===== config.mk =====
export PLATFORM = sky130hd
export DESIGN_NAME = ring_message_deframer_checksum_unit
export DESIGN_NICKNAME = d
export VERILOG_FILES = /design/src/hdl/rmdc_pkg.sv /design/src/hdl/rmdc_parser.sv /design/src/hdl/rmdc_mod_pipe.sv /design/src/hdl/ring_message_deframer_checksum_unit.sv
export SDC_FILE = /design/constraint.sdc
export NUM_CORES = 2
export LEC_CHECK = 0
export BUFFER_PORTS_ARGS = -buffer_cell sky130_fd_sc_hd__buf_2
export CORE_ASPECT_RATIO = 1.5
export CORE_UTILIZATION = 60
export CTS_CLUSTER_SIZE = 40
export DETAILED_ROUTE_END_ITERATION = 8
export GPL_TIMING_DRIVEN = 0
export PLACE_DENSITY = 0.73
export SYNTH_ARGS = -nofsm -noshare
export SYNTH_HDL_FRONTEND = slang
export SYNTH_SLANG_ARGS = --single-unit

===== constraint.sdc =====
create_clock -name clk -period 52.3 [get_ports clk]
set_input_delay 15.69 -clock clk [delete_from_list [all_inputs] [get_ports clk]]
set_output_delay 15.69 -clock clk [all_outputs]
set_load 0.02 [all_outputs]

===== src/hdl/rmdc_pkg.sv =====
// ----------------------------------------------------------------------------
// Ring message deframer package
// Shared widths, reset constants, parse phases and the result record.
// ----------------------------------------------------------------------------
package rmdc_pkg;

	localparam int SENDERS_DEFAULT    = 4;
	localparam int INDEX_BITS_DEFAULT = 16;

	localparam int SENDER_W = 2;
	localparam int WORD_W   = 32;
	localparam int POS_W    = 16;
	localparam int CHAN_W   = 15;
	localparam int SIZE_W   = 16;
	localparam int LEFT_W   = 15;
	localparam int RING_W   = 17;

	localparam logic [RING_W-1:0] RING_SIZE_RESET = 17'h10000;

	typedef enum logic [1:0] {
		PH_HEADER  = 2'd0,
		PH_PAYLOAD = 2'd1,
		PH_CHECK   = 2'd2
	} phase_t;

	typedef struct packed {
		logic [SENDER_W-1:0] msg_sender;
		logic [CHAN_W-1:0]   chan_num;
		logic                has_data;
		logic [SIZE_W-1:0]   size_or_entry;
		logic [POS_W-1:0]    payload_position;
		logic                check_ok;
		logic [POS_W-1:0]    end_position;
	} result_t;

endpackage


===== src/hdl/rmdc_parser.sv =====
// ----------------------------------------------------------------------------
// Ring message deframer parser
// Input register and per-sender parse state, updated once per word.
// ----------------------------------------------------------------------------
module rmdc_parser #(
	parameter int SENDERS    = rmdc_pkg::SENDERS_DEFAULT,
	parameter int INDEX_BITS = rmdc_pkg::INDEX_BITS_DEFAULT
) (
	input  logic                              clk,
	input  logic                              arst_n,
	input  logic                              adv,
	input  logic                              in_valid,
	input  logic [rmdc_pkg::SENDER_W-1:0]     in_sender,
	input  logic [rmdc_pkg::WORD_W-1:0]       in_word,
	input  logic [rmdc_pkg::POS_W-1:0]        in_pos,
	input  logic [rmdc_pkg::RING_W-1:0]       ring_size,
	output logic                              res_valid_s2,
	output rmdc_pkg::result_t                 res_s2,
	output logic [INDEX_BITS:0]               dividend_s2,
	output logic [rmdc_pkg::RING_W-1:0]       divisor_s2
);

	localparam int SIDX_W = (SENDERS > 1) ? $clog2(SENDERS) : 1;
	localparam int PW     = INDEX_BITS + 1;

	logic                          in_valid_s1;
	logic [rmdc_pkg::SENDER_W-1:0] sender_s1;
	logic [rmdc_pkg::WORD_W-1:0]   word_s1;
	logic [rmdc_pkg::POS_W-1:0]    pos_s1;

	rmdc_pkg::phase_t              phase_q      [SENDERS];
	logic [rmdc_pkg::LEFT_W-1:0]   words_left_q [SENDERS];
	logic [rmdc_pkg::WORD_W-1:0]   check_q      [SENDERS];
	logic [rmdc_pkg::CHAN_W-1:0]   chan_q       [SENDERS];
	logic                          flag_q       [SENDERS];
	logic [rmdc_pkg::SIZE_W-1:0]   size_q       [SENDERS];
	logic [PW-1:0]                 start_q      [SENDERS];
	logic [rmdc_pkg::RING_W-1:0]   ring_q       [SENDERS];

	logic [SIDX_W-1:0]             sidx;
	logic                          sender_ok;
	logic                          upd;
	logic [INDEX_BITS-1:0]         pos_idx;
	logic [15:0]                   w1;
	logic [15:0]                   hi;
	logic [16:0]                   hi_round;
	logic [rmdc_pkg::WORD_W-1:0]   folded;
	logic [rmdc_pkg::WORD_W-1:0]   swapped;
	logic [rmdc_pkg::LEFT_W-1:0]   left_dec;
	logic [rmdc_pkg::LEFT_W-1:0]   hdr_left;

	rmdc_pkg::phase_t              nxt_phase;
	logic [rmdc_pkg::LEFT_W-1:0]   nxt_left;
	logic [rmdc_pkg::WORD_W-1:0]   nxt_check;
	logic                          hdr_we;
	logic                          emit;

	always_ff @(posedge clk or negedge arst_n) begin
		if (!arst_n) begin
			in_valid_s1 <= 1'b0;
		end else if (adv) begin
			in_valid_s1 <= in_valid;
		end
	end

	always_ff @(posedge clk) begin
		if (adv) begin
			sender_s1 <= in_sender;
			word_s1   <= in_word;
			pos_s1    <= in_pos;
		end
	end

	assign sidx      = SIDX_W'(sender_s1);
	assign sender_ok = (int'(sender_s1) < SENDERS);
	assign upd       = adv && in_valid_s1 && sender_ok;
	assign pos_idx   = INDEX_BITS'(pos_s1);

	assign w1       = {word_s1[7:0], word_s1[15:8]};
	assign hi       = {word_s1[23:16], word_s1[31:24]};
	assign hi_round = {1'b0, hi} + 17'd3;
	assign hdr_left = hi_round[16:2];
	assign folded   = {check_q[sidx][0], check_q[sidx][rmdc_pkg::WORD_W-1:1]} ^ word_s1;
	assign swapped  = {word_s1[7:0], word_s1[15:8], word_s1[23:16], word_s1[31:24]};
	assign left_dec = words_left_q[sidx] - 1'b1;

	always_comb begin
		nxt_phase = rmdc_pkg::PH_HEADER;
		nxt_left  = '0;
		nxt_check = '0;
		hdr_we    = 1'b0;
		emit      = 1'b0;
		unique case (phase_q[sidx])
			rmdc_pkg::PH_PAYLOAD: begin
				nxt_check = folded;
				nxt_left  = left_dec;
				nxt_phase = (left_dec == '0) ? rmdc_pkg::PH_CHECK : rmdc_pkg::PH_PAYLOAD;
			end
			rmdc_pkg::PH_CHECK: begin
				emit = 1'b1;
			end
			default: begin
				hdr_we    = 1'b1;
				nxt_check = word_s1;
				if (w1[15]) begin
					nxt_left  = hdr_left;
					nxt_phase = (hdr_left != '0) ? rmdc_pkg::PH_PAYLOAD : rmdc_pkg::PH_CHECK;
				end else begin
					nxt_phase = rmdc_pkg::PH_CHECK;
				end
			end
		endcase
	end

	always_ff @(posedge clk or negedge arst_n) begin
		if (!arst_n) begin
			for (int i = 0; i < SENDERS; i++) begin
				phase_q[i]      <= rmdc_pkg::PH_HEADER;
				words_left_q[i] <= '0;
				check_q[i]      <= '0;
			end
		end else if (upd) begin
			phase_q[sidx]      <= nxt_phase;
			words_left_q[sidx] <= nxt_left;
			check_q[sidx]      <= nxt_check;
		end
	end

	always_ff @(posedge clk) begin
		if (upd && hdr_we) begin
			chan_q[sidx]  <= w1[14:0];
			flag_q[sidx]  <= w1[15];
			size_q[sidx]  <= hi;
			start_q[sidx] <= PW'(pos_idx) + 1'b1;
			ring_q[sidx]  <= ring_size;
		end
	end

	always_ff @(posedge clk or negedge arst_n) begin
		if (!arst_n) begin
			res_valid_s2 <= 1'b0;
		end else if (adv) begin
			res_valid_s2 <= upd && emit;
		end
	end

	always_ff @(posedge clk) begin
		if (adv) begin
			res_s2.msg_sender       <= sender_s1;
			res_s2.chan_num         <= chan_q[sidx];
			res_s2.has_data         <= flag_q[sidx];
			res_s2.size_or_entry    <= size_q[sidx];
			res_s2.payload_position <= '0;
			res_s2.check_ok         <= (swapped == check_q[sidx]);
			res_s2.end_position     <= rmdc_pkg::POS_W'(pos_idx);
			dividend_s2             <= start_q[sidx];
			divisor_s2              <= ring_q[sidx];
		end
	end

endmodule


===== src/hdl/rmdc_mod_pipe.sv =====
// ----------------------------------------------------------------------------
// Ring message deframer wrap pipeline
// Reduces the payload position modulo the ring size, one quotient bit a stage.
// ----------------------------------------------------------------------------
module rmdc_mod_pipe #(
	parameter int INDEX_BITS = rmdc_pkg::INDEX_BITS_DEFAULT
) (
	input  logic                        clk,
	input  logic                        arst_n,
	input  logic                        adv,
	input  logic                        in_valid,
	input  rmdc_pkg::result_t           in_res,
	input  logic [INDEX_BITS:0]         in_dividend,
	input  logic [rmdc_pkg::RING_W-1:0] in_divisor,
	output logic                        out_valid,
	output rmdc_pkg::result_t           out_res
);

	localparam int PW     = INDEX_BITS + 1;
	localparam int STAGES = PW;
	localparam int WW     = PW + rmdc_pkg::RING_W;

	logic                        stage_valid_s [STAGES];
	rmdc_pkg::result_t           stage_res_s   [STAGES];
	logic [PW-1:0]               stage_rem_s   [STAGES];
	logic [rmdc_pkg::RING_W-1:0] stage_div_s   [STAGES];

	for (genvar j = 0; j < STAGES; j++) begin : g_stage
		localparam int SHIFT = STAGES - 1 - j;

		logic                        prev_valid;
		rmdc_pkg::result_t           prev_res;
		logic [PW-1:0]               prev_rem;
		logic [rmdc_pkg::RING_W-1:0] prev_div;
		logic [WW-1:0]               trial;
		logic [PW-1:0]               rem_next;

		if (j == 0) begin : g_first
			assign prev_valid = in_valid;
			assign prev_res   = in_res;
			assign prev_rem   = in_dividend;
			assign prev_div   = in_divisor;
		end else begin : g_next
			assign prev_valid = stage_valid_s[j-1];
			assign prev_res   = stage_res_s[j-1];
			assign prev_rem   = stage_rem_s[j-1];
			assign prev_div   = stage_div_s[j-1];
		end

		assign trial    = WW'(prev_div) << SHIFT;
		assign rem_next = (WW'(prev_rem) >= trial) ? (prev_rem - PW'(trial)) : prev_rem;

		always_ff @(posedge clk or negedge arst_n) begin
			if (!arst_n) begin
				stage_valid_s[j] <= 1'b0;
			end else if (adv) begin
				stage_valid_s[j] <= prev_valid;
			end
		end

		always_ff @(posedge clk) begin
			if (adv) begin
				stage_res_s[j] <= prev_res;
				stage_rem_s[j] <= rem_next;
				stage_div_s[j] <= prev_div;
			end
		end
	end

	always_comb begin
		out_res                  = stage_res_s[STAGES-1];
		out_res.payload_position =
			rmdc_pkg::POS_W'(INDEX_BITS'(stage_rem_s[STAGES-1]));
	end

	assign out_valid = stage_valid_s[STAGES-1];

endmodule


===== src/hdl/ring_message_deframer_checksum_unit.sv =====
// ----------------------------------------------------------------------------
// Ring message deframer with checksum
// Parses header, payload and check words per sender and reports each message.
// Throughput: one word per cycle while s_tready is high; the per-sender state
// update is a single read-modify-write, and the ring wrap runs in an
// INDEX_BITS + 1 stage pipeline.
// Reset: every sender expects a header, ring size becomes 65536, and the
// pipeline and output buffer are emptied at once.
// ----------------------------------------------------------------------------
module ring_message_deframer_checksum_unit #(
	parameter int SENDERS    = rmdc_pkg::SENDERS_DEFAULT,
	parameter int INDEX_BITS = rmdc_pkg::INDEX_BITS_DEFAULT
) (
	input  logic        clk,
	input  logic        arst_n,
	input  logic        cfg_we,
	input  logic [16:0] cfg_data,
	input  logic        s_tvalid,
	output logic        s_tready,
	input  logic [47:0] s_tdata,  // word[31:0], word_position[47:32]
	input  logic [1:0]  s_tuser,  // sender[1:0]
	output logic        m_tvalid,
	input  logic        m_tready,
	output logic [63:0] m_tdata,  // chan_num[14:0], size_or_entry[30:15],
	                              // payload_position[46:31], check_ok[47],
	                              // end_position[63:48]
	output logic [2:0]  m_tuser   // msg_sender[1:0], has_data[2]
);

	logic [rmdc_pkg::RING_W-1:0] ring_size_q;
	logic                        adv;
	logic                        res_valid_s2;
	rmdc_pkg::result_t           res_s2;
	logic [INDEX_BITS:0]         dividend_s2;
	logic [rmdc_pkg::RING_W-1:0] divisor_s2;
	logic                        pipe_valid;
	rmdc_pkg::result_t           pipe_res;
	logic                        out_valid_q;
	rmdc_pkg::result_t           out_q;
	logic                        skid_valid_q;
	rmdc_pkg::result_t           skid_q;

	always_ff @(posedge clk or negedge arst_n) begin
		if (!arst_n) begin
			ring_size_q <= rmdc_pkg::RING_SIZE_RESET;
		end else if (cfg_we) begin
			ring_size_q <= cfg_data;
		end
	end

	assign adv      = !skid_valid_q;
	assign s_tready = adv;

	rmdc_parser #(
		.SENDERS    (SENDERS),
		.INDEX_BITS (INDEX_BITS)
	) u_parser (
		.clk          (clk),
		.arst_n       (arst_n),
		.adv          (adv),
		.in_valid     (s_tvalid),
		.in_sender    (s_tuser),
		.in_word      (s_tdata[31:0]),
		.in_pos       (s_tdata[47:32]),
		.ring_size    (ring_size_q),
		.res_valid_s2 (res_valid_s2),
		.res_s2       (res_s2),
		.dividend_s2  (dividend_s2),
		.divisor_s2   (divisor_s2)
	);

	rmdc_mod_pipe #(
		.INDEX_BITS (INDEX_BITS)
	) u_mod_pipe (
		.clk         (clk),
		.arst_n      (arst_n),
		.adv         (adv),
		.in_valid    (res_valid_s2),
		.in_res      (res_s2),
		.in_dividend (dividend_s2),
		.in_divisor  (divisor_s2),
		.out_valid   (pipe_valid),
		.out_res     (pipe_res)
	);

	always_ff @(posedge clk or negedge arst_n) begin
		if (!arst_n) begin
			out_valid_q  <= 1'b0;
			skid_valid_q <= 1'b0;
		end else if (!out_valid_q || m_tready) begin
			if (skid_valid_q) begin
				out_valid_q  <= 1'b1;
				skid_valid_q <= 1'b0;
			end else begin
				out_valid_q <= pipe_valid;
			end
		end else if (pipe_valid) begin
			skid_valid_q <= 1'b1;
		end
	end

	always_ff @(posedge clk) begin
		if (!out_valid_q || m_tready) begin
			out_q <= skid_valid_q ? skid_q : pipe_res;
		end else if (pipe_valid && adv) begin
			skid_q <= pipe_res;
		end
	end

	assign m_tvalid = out_valid_q;
	assign m_tdata  = {out_q.end_position, out_q.check_ok, out_q.payload_position,
	                   out_q.size_or_entry, out_q.chan_num};
	assign m_tuser  = {out_q.has_data, out_q.msg_sender};

	a_skid_needs_out: assert property (@(posedge clk) disable iff (!arst_n)
		skid_valid_q |-> out_valid_q)
		else $error("Skid buffer holds a word while the output register is empty.");

	a_stall_cause: assert property (@(posedge clk) disable iff (!arst_n)
		!s_tready |-> $past(m_tvalid && !m_tready))
		else $error("Input stalled without a stalled output word.");

	a_drop_only_on_take: assert property (@(posedge clk) disable iff (!arst_n)
		$fell(m_tvalid) |-> $past(m_tready))
		else $error("Output word withdrawn before it was taken.");

endmodule

==> flow_metrics.tcl <==
set metrics [dict create \
    yosysWarnings 0 \
    p_per_area_nw_per_um2 62.8 \
    die_h_um 454 \
    r2r_cells 12 \
    cts_setup_buffers 0 \
    worst_path_max_delay_cell "inv_8" \
    crit_arrival_ps 4200 \
    fin_setup_tns_ps 0 \
    muxShareOfSynthArea 0.0659 \
    port_buffers 139 \
    critPathMaxFanout 144 \
    synthArstFlopShare 0.107 \
    critPathTopFamily "buffers and inverters" \
    rsz0062_at_grt "no" \
    netlist_area_um2 81800 \
    drt-pass1-iter-count 6 \
    clk_pin_slew_ps 60 \
    synth_top_cells_by_area "edfxtp_1, dfrtp_1, mux4_2" \
    clock-skew-final_ps 30.6 \
    synth_top_family_by_area "multiplexers" \
    crit_path_start "skid_valid_q$_DFFE_PN0P_" \
    path_cells "clkbuf_1 > inv_8 > buf_16 > buf_16 > buf_16 > buf_2" \
    grt_pass1_vias 40200 \
    die-area_um2 138000 \
    synth_edf_count 1960 \
    nets 5110 \
    ys_ff_latch 2194 \
    end_kind "primary output" \
    worstSetupPathType "flop to primary output" \
    routed_wl_um 133000 \
    fin_crit_ps 19890 \
    cp-start-kind "flop" \
    vias 38400 \
    peakVddDrop_uv 42.7 \
    holdPathEnd "u_mod_pipe.stage_res_s[0][842]$_DFFE_PN_" \
    maxSlewHeadroom 0.202 \
    grt_antenna_before_repair 2 \
    rows 165 \
    synth_top_area_cell "edfxtp_1" \
    synth_top_area_share 0.719 \
    r2r-end "u_parser.start_q[2][12]$_DFFE_PP_" \
    cts_resized 0 \
    status "completed" \
    cts_hold_repair.buffers 0 \
    path_buf_inv 6 \
    wl_met3_um 5510 \
    crit_required_ps 36610 \
    holdPathStages 0 \
    synthFlopType "edfxtp_1" \
    synth_area_per_cell_um2 18.2 \
    dpl_cell_area_um2 85500 \
    cts.sinks 2194 \
    coreArea_um2 135000 \
    grt_pass1_wl_um 210000 \
    numCtsBuffers 187 \
    power.leakage_nw 34.2 \
    hold_violations 0 \
    r2r_slack_ps 46030 \
    ys_types 74 \
    pin_count 141 \
    drive_above_1_share 0.158 \
    cpPeakStageDelay_ps 620 \
    area_delta_synth_final_pct 11.6 \
    drt-wirelength-per-cell_um 19.7 \
    hold_start "u_mod_pipe.stage_res_s[0][775]$_DFFE_PN_" \
    track_usage 0.199 \
    routed.top_layer "met4" \
    clockBufferDepth 3 \
    synth_simple_gate_area_frac 0.0426 \
    postLayoutCellArea_um2 91300 \
    yosysSeqAreaShare 0.791 \
    ant_nets 0 \
    grt_remaining_overflow 0 \
    maxCapViolCount 0 \
    rr_startpoint "u_parser.sender_s1[1]$_DFFE_PN_" \
    fmax_mhz 50.3 \
    met1Wirelength_um 48100 \
    setup_viol 0 \
    hpwl_um 87300 \
    htree_levels 4 \
    clk_latency_ps 810 \
    place.gp.congestion 0.923 \
    min_period_over_period 0.380 \
    cpMostUsedCell "buf_16" \
    start_util 0.606 \
    synth-compound-area-share 0.0392 \
    worst_pin_slew_ps 1200 \
    syn_inst 4497 \
    wl_met2_um 73500 \
    avgViaCountPerCell 5.66 \
    synth_fa_ha_area_frac 0.0278 \
    syn-num-nets 4742 \
    die_w_um 304 \
    cts_root_buf "clkbuf_16" \
    cts_tree "built" \
    remaining_drc_errors 0 \
    drv_slew 0 \
    min_path_type "flop to flop" \
    synth_xor_area_frac 0.0185 \
    first_iter_violations 2365 \
    grt_max_degree 146 \
]
-- flip-flops by register name (all words and copies together) (netlist names), 64 cells and up --
signal                  cells
m_tdata                    64
u_parser.start_q           68
skid_q                     67
u_parser.size_q            64
u_parser.ring_q            68
u_mod_pipe.stage_res_s    867
u_mod_pipe.stage_div_s    272
u_mod_pipe.stage_rem_s    288
u_parser.check_q          128
-- how the worst max path moves through the flow --
stage                           to  slack [ps]  cells past startpoint
after floorplan           s_tready        6050                      2
after global placement    s_tready       -7850                      3
after detailed placement  s_tready       33110                      6
after CTS                 s_tready       32200                      6
after global routing      s_tready       32060                      6
final                     s_tready       32410                      6
-- stage by stage --
stage | worst slack, ps | std cells | total power [mW] | utilization | hold slack [ps]
floorplan | 6050 | 4497 | 4.08 | - | 400
CTS | 32200 | 6772 | 5.77 | 0.676 | 396
finish | 32410 | 6773 | 5.73 | 0.676 | 395
global placement | -7850 | 6389 | 4.45 | 0.627 | 400
global route | 32060 | 6773 | 6.04 | 0.676 | 403
detailed placement | 33110 | 6429 | 4.44 | 0.633 | 405
-- synthesized netlist by cell type (all sizes together) (7+ instances only) --
| master | n |
|---|---|
| o21bai | 8 |
| nand2b | 22 |
| nor2b | 41 |
| xnor2 | 81 |
| a21o | 46 |
| clkbuf | 97 |
| inv | 200 |
| o21a | 14 |
| nor4b | 11 |
| nor3 | 43 |
| a21boi | 8 |
| a211oi | 7 |
| or3 | 7 |
| mux2i | 55 |
| ha | 158 |
| mux2 | 200 |
| nand4 | 33 |
| a31oi | 15 |
| dfrtp | 233 |
| nand2 | 132 |
| a21oi | 252 |
| nor4 | 62 |
| o31ai | 7 |
| o21ai | 125 |
| o22a | 7 |
| nor2 | 289 |
| nand3 | 31 |
| xor2 | 92 |
| fa | 15 |
| buf | 24 |
| and3 | 12 |
| edfxtp | 1960 |
| mux4 | 115 |
-- placed cells by master, fill, tap and decap left out, types with 92 or more instances in the layout --
| cell type | synthesis | routed |
|---|---|---|
| ha_1 | 158 | 158 |
| mux4_2 | 115 | 115 |
| dfrtp_1 | 233 | 233 |
| o21ai_0 | 124 | 124 |
| a21oi_1 | 252 | 252 |
| inv_1 | 200 | 199 |
| edfxtp_1 | 1960 | 1960 |
| xor2_1 | 92 | 92 |
| nor2_1 | 289 | 288 |
| clkbuf_16 | 0 | 190 |
| clkbuf_1 | 96 | 134 |
| buf_2 | 7 | 145 |
| nand2_1 | 132 | 132 |
| mux2_2 | 200 | 200 |
-- power by group --
part	total (mW)	switching (mW)	internal, mW
sequential	3.02	0.254	2.76
combinational	1.39	0.796	0.598
clock	1.32	0.591	0.726
-- logic make-up (layout without fill, tap and decap cells) --
group                      after synthesis  in the layout
adders and majority gates              173            173
other                                    0              1
muxes                                  370            370
and+or+nand+nor                        722            722
buffers and inverters                  321            843
xor gates and xnor gates               173            173
DFF                                   2194           2194
AOI/OAI and AO/OA                      544            544
-- per-layer routing --
layer	GRT usage	vias up
li1	-	18000
met1	0.215	19100
met2	0.368	938
met3	0.0339	376
met4	0.102	0
met5	0	-
-- final cells by class --
| type | instances | area, um^2 |
|---|---|---|
| clock buffer | 228 | 4900 |
| buffer | 121 | 483 |
| fill | 8790 | 43700 |
| antenna | 1 | 2.50 |
| inverter | 200 | 758 |
| tap | 1753 | 2190 |
| sequential | 2194 | 64700 |
| multi-input combinational | 1982 | 15900 |
| timing repair buffer | 179 | 1400 |
| clock inverter | 115 | 921 |
Note: power is estimated with default switching activity, not from simulation.
